--- config.mk ---
export PLATFORM = sky130hd
export DESIGN_NAME = wms_fifo
export DESIGN_NICKNAME = d
export VERILOG_FILES = /design/src/rtl/wms_pkg.sv /design/src/rtl/wms_fifo.sv
export SDC_FILE = /design/constraint.sdc
export NUM_CORES = 1
export LEC_CHECK = 0
export BUFFER_PORTS_ARGS = -buffer_cell sky130_fd_sc_hd__buf_2
export CELL_PAD_IN_SITES_DETAIL_PLACEMENT = 1
export CELL_PAD_IN_SITES_GLOBAL_PLACEMENT = 1
export CORE_MARGIN = 2
export CORE_UTILIZATION = 50
export DETAILED_ROUTE_END_ITERATION = 8
export PLACE_DENSITY = 0.9
export SLEW_MARGIN = 20
export SYNTH_ARGS = -nofsm -noshare
export SYNTH_HDL_FRONTEND = slang
export SYNTH_SLANG_ARGS = --single-unit
--- constraint.sdc ---
create_clock -name aclk -period 2.5 [get_ports aclk]
set_input_delay 0.25 -clock aclk [delete_from_list [all_inputs] [get_ports aclk]]
set_output_delay 0.25 -clock aclk [all_outputs]
set_load 0.03 [all_outputs]
--- src/rtl/wms_pkg.sv ---
// Shared types and constants for the weighted mean / standard deviation core.
// No dependencies.
package wms_pkg;
    localparam int STATUS_W = 2;
    // sample width on the stream and in the sample memory
    localparam int SAMPLE_BITS = 16;

    typedef enum logic [STATUS_W-1:0] {
        ST_OK       = 2'd0,
        ST_ZERO_SUM = 2'd1,
        ST_TRUNC    = 2'd2
    } status_t;

    // One loaded pair as it travels from the front end to the back end
    typedef struct packed {
        logic [SAMPLE_BITS-1:0] sample;
        logic [15:0]            weight;
        logic                   is_last;
    } pair_t;
endpackage

--- src/rtl/wms_fifo.sv ---
// Short queue between the front end and the back end.
// Depends on wms_pkg.
module wms_fifo (
    input  logic          aclk,
    input  logic          aresetn,
    input  logic          in_valid,
    output logic          in_ready,
    input  wms_pkg::pair_t in_data,
    output logic          out_valid,
    input  logic          out_ready,
    output wms_pkg::pair_t out_data
);
    import wms_pkg::*;

    pair_t      mem_reg [4];
    logic [1:0] wr_ptr_reg, rd_ptr_reg;
    logic [2:0] cnt_reg;
    logic       push, pop;

    assign in_ready  = (cnt_reg != 3'd4);
    assign out_valid = (cnt_reg != 3'd0);
    assign out_data  = mem_reg[rd_ptr_reg];
    assign push = in_valid && in_ready;
    assign pop  = out_valid && out_ready;

    always_ff @(posedge aclk) begin
        if (push) begin
            mem_reg[wr_ptr_reg] <= in_data;
        end
        if (!aresetn) begin
            wr_ptr_reg <= '0;
            rd_ptr_reg <= '0;
            cnt_reg    <= '0;
        end else begin
            if (push) wr_ptr_reg <= wr_ptr_reg + 2'd1;
            if (pop)  rd_ptr_reg <= rd_ptr_reg + 2'd1;
            cnt_reg <= cnt_reg + {2'b0, push} - {2'b0, pop};
        end
    end
endmodule

# ---- Word-level counts from Yosys, hierarchy flattened
# Memory sizes are Yosys's and may differ from the RTL's. A register that Yosys moved wholly into a read port is not among the register bits.
# Cells that the tools add are included.
dict set report totals {
  reg_bits 7
  memories 1
  ram_bits 132
}
# memory words width rd rd_clocked_by_memory_dff write_ports line
set memory_table {}
lappend memory_table {mem_reg 4 33 1 1 1 wms_fifo.sv:15} ;# pair_t mem_reg [4];
dict set report classes {
  eq_ne 1
  n_mux 4
  n_reduce_logical 3
  add_sub_neg 4
}
# operator n
set op_table {}
lappend op_table {{$add 2x1->2 const B} 2}
lappend op_table {{$mux 2} 2}
lappend op_table {{$add 3x1->3} 1}
lappend op_table {{$ne 3x3->1 const B} 1}
lappend op_table {{$reduce_bool 3->1} 1}
lappend op_table {{$sub 3x1->3} 1}
lappend op_table {{$logic_and 1x1->1} 2}
lappend op_table {{$mux 1} 2}

# ---- Longest topological paths before layout
# Gate-level depths: netlist (run 1).
dict set report depth {
  word_depth 4
  depth_mapped 11
  depth_no_buf 11
}

# ---- Least setup slack after synthesis (run 1)
# No wires, ideal clock.
dict set report synth_path {
  path_kind {register to register}
  startpoint {register cnt_reg[1]}
  endpoint {register cnt_reg[2]}
  stages_incl_launch_ff 12
  setup_ns 0.115
  required_ns 2.385
  arrival_ns 2.082
  path_slack_ns 0.303
  synth_period_minus_slack_ns 2.197
  cell_sequence {dfxtp_1 > nor2_1 > a21boi_2 > inv_1 > ha_1 > inv_1 > ha_1 > inv_1 > fa_1 > xnor2_1 > xnor2_1 > and2_1}
}
dict set report synth_via {
  elab_chain_cells 4
  word_cells_on_any_way 6
  classes_between {2 x add/sub; 1 x eq/ne; 3 x reduce/logical}
}
# element line
set synth_lines {}
lappend synth_lines {{start: declaration} wms_fifo.sv:17} ;# logic [2:0] cnt_reg;
lappend synth_lines {{start signal: assignment} wms_fifo.sv:37} ;# cnt_reg <= cnt_reg + {2'b0, push} - {2'b0, pop};
lappend synth_lines {{$ne 3x3->1} wms_fifo.sv:20} ;# assign in_ready = (cnt_reg != 3'd4);
lappend synth_lines {{$logic_and 1x1->1} wms_fifo.sv:23} ;# assign push = in_valid && in_ready;
lappend synth_lines {{$add 3x1->3} wms_fifo.sv:37}
lappend synth_lines {{$sub 3x1->3 (*)} wms_fifo.sv:37}
# Mark *: on every way between the ends. The rest lies on a longest branch, timed or not.
# A chain may end at the register's enable or synchronous reset.

# ---- Worst setup path after layout (run 1)
# Ends and elaborated chain as after synthesis.

==> results of run 1 <==
==> worst max-delay path: cells and delay by family, from the launching register on <==
| kind | cells | cell delay [ns] |
|---|---|---|
| adder cells (fa/ha/maj) | 3 | 0.79 |
| flip-flops | 1 | 0.46 |
| XOR/XNOR | 2 | 0.28 |
| AND/OR/NAND/NOR | 2 | 0.27 |
| AO/OA/AOI/OAI | 1 | 0.18 |
| buffers and inverters | 3 | 0.16 |
==> cell families (layout without fill, tap and decap cells) <==
logic type | count (synthesis) | after routing | synth area share
flops | 141 | 141 | 0.785
compound gates | 3 | 3 | 0.00545
mux | 35 | 35 | 0.147
xor+xnor | 4 | 4 | 0.00663
simple gates | 17 | 17 | 0.0173
fa+ha+maj | 7 | 7 | 0.0180
buf+inv | 14 | 147 | 0.0213
==> stage by stage <==
stage	instance area (um^2)	total power [mW]	worst slack [ns]	hold slack (ns)
2_1_floorplan	5280	4.41	0.303	0.349
3_3_place_gp	5850	4.82	0.360	0.459
3_5_place_dp	5850	4.90	0.263	0.470
4_1_cts	6750	7.37	0.224	0.0422
5_1_grt	6750	7.59	0.0647	0.0562
6_report	6750	7.29	0.246	0.0566
==> cell usage after synthesis <==
master,instances,area share
clkbuf_1,2,0.0014
nor2_1,1,0.00071
nor2b_1,3,0.0036
dfxtp_1,9,0.034
mux4_1,3,0.015
ha_1,6,0.014
mux2i_1,2,0.0038
a21boi_2,1,0.0021
edfxtp_1,132,0.75
xnor2_1,4,0.0066
mux4_2,30,0.13
nand2_1,5,0.0036
buf_6,1,0.0021
inv_1,5,0.0036
or3_1,1,0.0012
buf_12,3,0.011
o311ai_1,1,0.0017
o31a_1,1,0.0017
and2_1,7,0.0083
buf_2,3,0.0028
fa_1,1,0.0038
==> cells in the final DEF, fill, tap and decap left out, types with 2 or more instances in the layout <==
cell type	count
buf_12	6
clkinv_1	4
bufinv_16	3
and2_2	4
xnor2_1	4
mux4_2	30
mux2i_1	2
nor2b_1	3
edfxtp_1	132
buf_2	71
nand2_1	5
dfxtp_1	7
clkinv_2	3
dlygate4sd3_1	33
and2_1	3
dfxtp_2	2
clkbuf_16	16
clkinvlp_4	2
ha_1	6
clkinv_4	2
inv_1	5
mux4_1	3
==> final cells by class <==
type	count	area, um^2
timing repair buffer	111	813
clock buffer	17	414
fill	860	3530
inverter	5	18.8
clock inverter	14	153
tap	136	170
multi-input combinational	66	1030
sequential	141	4150
==> worst max-delay path by stage <==
stage | from | cells past startpoint | slack, ns | endpoint
floorplan | cnt_reg[1] | 11 | 0.30 | cnt_reg[2]
global placement | cnt_reg[1] | 11 | 0.36 | cnt_reg[2]
detailed placement | cnt_reg[1] | 11 | 0.26 | cnt_reg[2]
CTS | flip-flop | 3 | 0.22 | out_data[32]
global route | cnt_reg[1] | 11 | 0.06 | cnt_reg[2]
finish | cnt_reg[1] | 11 | 0.25 | cnt_reg[2]
==> power breakdown <==
part / internal (mW) / switching, mW / total, mW
clock: 1.49 / 0.925 / 2.42
sequential: 2.87 / 0.126 / 3.00
combinational: 0.760 / 1.12 / 1.88
==> layer usage <==
layer / global-route usage / wire [um]
met1: 0.255 / 4510
met5: 0 / 0
met3: 0.0535 / 422
met2: 0.345 / 5580
met4: 0.0863 / 192
==> results.toml, run 1 <==
[sta]
finClkSkew_ns = 0.0101
rsz0062_at_grt = "false"
finalHoldViolCount = 0
finalMaxSlewViolations = 0
post-route-min-period_ns = 2.25
worst_pin_slew_ns = 0.481
max_freq_mhz = 444
setup_tns_ns = 0
relSlewSlack = 0.679
setup_viol = 0
fin_crit_sh = 0.902

[cells_and_area]
final_nets = 386
drive_above_1_share = 0.401
fin_cells = 490
final_core_util = 0.656
areaGrowthSynthToFinish_pct = 27.7
antenna_cells = 0
largest_register_ffs = 132

[logic_synthesis]
synth_cells = 221
ys_seq_area_frac = 0.785
syn_area_um2 = 5280
yosys_register_bits = 141
avgSynthCellArea_um2 = 23.9
yosysUniqueCellTypes = 21
syn_nets = 265
yosysWarnings = 0

[drt]
viasPerCell = 5.25
drtIter0Drc = 144
wirelength_um = 10700
drc = 0
post_drt_wl_per_cell_um = 21.8
dr.pass1.iters = 4
final_antenna_net_count = 0
vias = 2572

[die]
core-area_um2 = 10300
fp.dieW_um = 107
io_pins = 72
core.rowCount = 37
start_util = 0.514
fp.dieH_um = 107
fp.dieArea_um2 = 11400

[place]
gp_congestion = 0.711
dp_cells = 426
port_buffers = 71
hpwlAfterDp_um = 6170

[setup_path]
cp_common_cell = "inv_1"
critPathRequiredTime_ns = 2.91
crit_arrival_ns = 2.67
r2r_cells = 11
rr_startpoint = "cnt_reg[1]"
slowest_delay_ns = 0.46
crit_path_end_kind = "flip-flop"
criticalPathCategory = "flip-flop to flip-flop"
r2r-end = "cnt_reg[2]"
cp_cell_sequence = "nor2_1 -> a21boi_2 -> inv_1 -> ha_1 -> inv_1 -> ha_1 -> inv_1 -> fa_1 -> xnor2_1 -> xnor2_1 -> and2_1"
critical_path_peak_fanout = 6
cp_slowest_cell = "dfxtp_1"
startpoint_type = "flip-flop"
regToRegSetupSlack_ns = 0.25

[clocking]
cts_tree = "yes"
clockBufferDepth = 2
clk_latency_ns = 0.52
post_cts_buffers = 0
cts_root_buf = "clkbuf_8"
cts_inserted_buffers = 17
clkTransAtPathRegs_ns = 0.06
htreeDepth = 4
cts_resized = 0
clock-sinks = 141
cts-hold-fix-buffers = 33

[worst_hold_path]
hold_start = "aresetn"
hold_path_class = "input pin to flip-flop"
whs_path_depth = 2

[grt]
grt_overflow = 0
gr-usage-all-layers = 0.205
grt_pass1_wl_um = 16500
grt_pass1_vias = 2917
antenna_found_initial = 0
grt_max_degree = 34

[outcome]
outcome = "complete, no violations"

[power]
max-vdd-ir-drop_v = 0.000472
leakagePower_nw = 2.35
p_per_area_nw_per_um2 = 1080

[flow_run]
max_cap_viol_count = 0
Power figures use the tool's default switching activity.
==> run 2: changes to the inputs <==
Settings changed: PLACE_DENSITY 0.9 to default, PLACE_DENSITY_LB_ADDON from default to 0.3.
==> run 2 against run 1 <==
Sequential power barely moved. Core utilization increased by 0.13 points. Worst setup slack worse by 0.082 ns. Wire length decreased by 2.2%. Clock power fell by 2%. Clock skew decreased by 0.0058 ns. Largest cell class unchanged. Register-to-register slack about the same. Non-clock buffer count is 2 higher. Critical path type is now flip-flop to primary output. Sequential cell count unchanged. Fmax decreased by 3.5%.
==> results.toml, run 2 (synthesized netlist as in run 1, its figures left out) <==
[clocking]
cts_inserted_buffers = 17
cts_tree = "yes"
htreeDepth = 4
clockBufferDepth = 2
post_cts_buffers = 0
cts_root_buf = "clkbuf_8"
clock-sinks = 141
clk_latency_ns = 0.51
clkTransAtPathRegs_ns = 0.06

[sta]
worst_pin_slew_ns = 0.478
rsz0062_at_grt = "false"
post-route-min-period_ns = 2.34
setup_viol = 0
finalHoldViolCount = 0
finalMaxSlewViolations = 0
finClkSkew_ns = 0.00430
max_freq_mhz = 428
fin_crit_sh = 0.934
setup_tns_ns = 0
relSlewSlack = 0.682

[setup_path]
cp_slowest_cell = "mux4_2"
critPathRequiredTime_ns = 2.25
cp_common_cell = "buf_12"
regToRegSetupSlack_ns = 0.24
r2r-end = "cnt_reg[2]"
startpoint_type = "flip-flop"
criticalPathCategory = "flip-flop to primary output"
crit_arrival_ns = 2.09
r2r_cells = 11
rr_startpoint = "cnt_reg[1]"
critical_path_peak_fanout = 21
slowest_delay_ns = 0.51
crit_path_end_kind = "primary output"
cp_cell_sequence = "buf_12 -> buf_12 -> mux4_2 -> buf_2"

[power]
p_per_area_nw_per_um2 = 1080
p_clk_frac = 0.326
p_int_mw = 5.07
finalPower_mw = 7.28
p_sw_mw = 2.21
comb_power_share = 0.261
max-vdd-ir-drop_v = 0.000703
leakagePower_nw = 2.34
seqPwrFrac = 0.413
p_sw_frac = 0.304

[die]
fp.dieArea_um2 = 11400
fp.dieH_um = 107
start_util = 0.514
core.rowCount = 37
fp.dieW_um = 107
core-area_um2 = 10300
io_pins = 72

[grt]
gr-usage-all-layers = 0.200
grt_pass1_vias = 2874
grt_overflow = 0
grt_pass1_wl_um = 16300
grt_max_degree = 22
antenna_found_initial = 0

[drt]
drc = 0
vias = 2622
wirelength_um = 10500
drtIter0Drc = 132
final_antenna_net_count = 0
post_drt_wl_per_cell_um = 21.2
dr.pass1.iters = 4
viasPerCell = 5.32

[cells_and_area]
num-fill-cells = 890
final_nets = 388
areaGrowthSynthToFinish_pct = 28.0
layout_commonest_cell = "edfxtp_1"
layout_common_cells = "edfxtp_1, buf_2, dlygate4sd3_1"
final_area_um2 = 6760
antenna_cells = 0
drive_above_1_share = 0.412
largest_register_ffs = 132

[place]
place_area_um2 = 5860
gp_congestion = 0.727
port_buffers = 71
hpwlAfterDp_um = 6390

[outcome]
outcome = "complete, no violations"

[worst_hold_path]
hold_path_end = "cnt_reg[1]"
hold_path_class = "input pin to flip-flop"
whs_path_depth = 2
hold_start = "aresetn"

[flow_run]
max_cap_viol_count = 0
run 2: routing by layer:
layer / up-vias / global-route usage / wire [um]
li1: 1169 / - / -
met1: 1363 / 0.260 / 4480
met2: 75 / 0.332 / 5460
met3: 15 / 0.0419 / 352
met4: 0 / 0.0826 / 169
met5: - / 0 / 0
run 2: final cells by class:
cell class,count,area (um^2),share of cell area
clock buffers,18,418,0.0618
inverters,5,18.8,0.00278
flip-flops and latches,141,4150,0.614
clock inverters,14,145,0.0215
well taps,136,170,0.0252
multi-input cells,66,1030,0.152
repair buffers,113,828,0.123
run 2: critical path, delay by kind of cell (launching register included):
family	cells	cell delay, ns
DFF	1	0.44
muxes	1	0.51
buffers and inverters	3	0.61
run 2: per-stage QoR:
| stage | setup WS, ns | instances | hold WS, ns | util |
|---|---|---|---|---|
| after CTS | 0.0351 | 493 | 0.0530 | 0.657 |
| after global routing | 0.0507 | 493 | 0.0805 | 0.658 |
| after floorplan | 0.303 | 221 | 0.349 | - |
| final | 0.164 | 493 | 0.0732 | 0.658 |
| after detailed placement | 0.202 | 428 | 0.470 | 0.570 |
| after global placement | 0.363 | 428 | 0.461 | 0.570 |
run 2: timing repair:
item / CTS / global route
setup endpoints to repair: 0 / 3
hold buffers: 33 / 0
resized for setup: 0 / 1
endpoints found under the hold margin: 132 / 0
run 2: power groups by stage:
stage	Clock, mW	Sequential, mW	Combinational [mW]
after CTS	2.41	3.01	1.93
after global routing	2.50	3.04	2.03
after floorplan	0	2.98	1.42
after detailed placement	0	3.06	1.87
final	2.37	3.01	1.90
after global placement	0	3.03	1.84
run 2: worst max-delay path by stage:
stage	startpoint	endpoint	slack, ns	depth (start not counted)
2_1_floorplan	cnt_reg[1]	cnt_reg[2]	0.30	11
3_3_place_gp	cnt_reg[1]	cnt_reg[2]	0.36	11
3_5_place_dp	cnt_reg[1]	cnt_reg[2]	0.20	11
4_1_cts	flip-flop	out_data[14]	0.04	4
5_1_grt	flip-flop	out_data[14]	0.05	4
6_report	flip-flop	out_data[14]	0.16	4
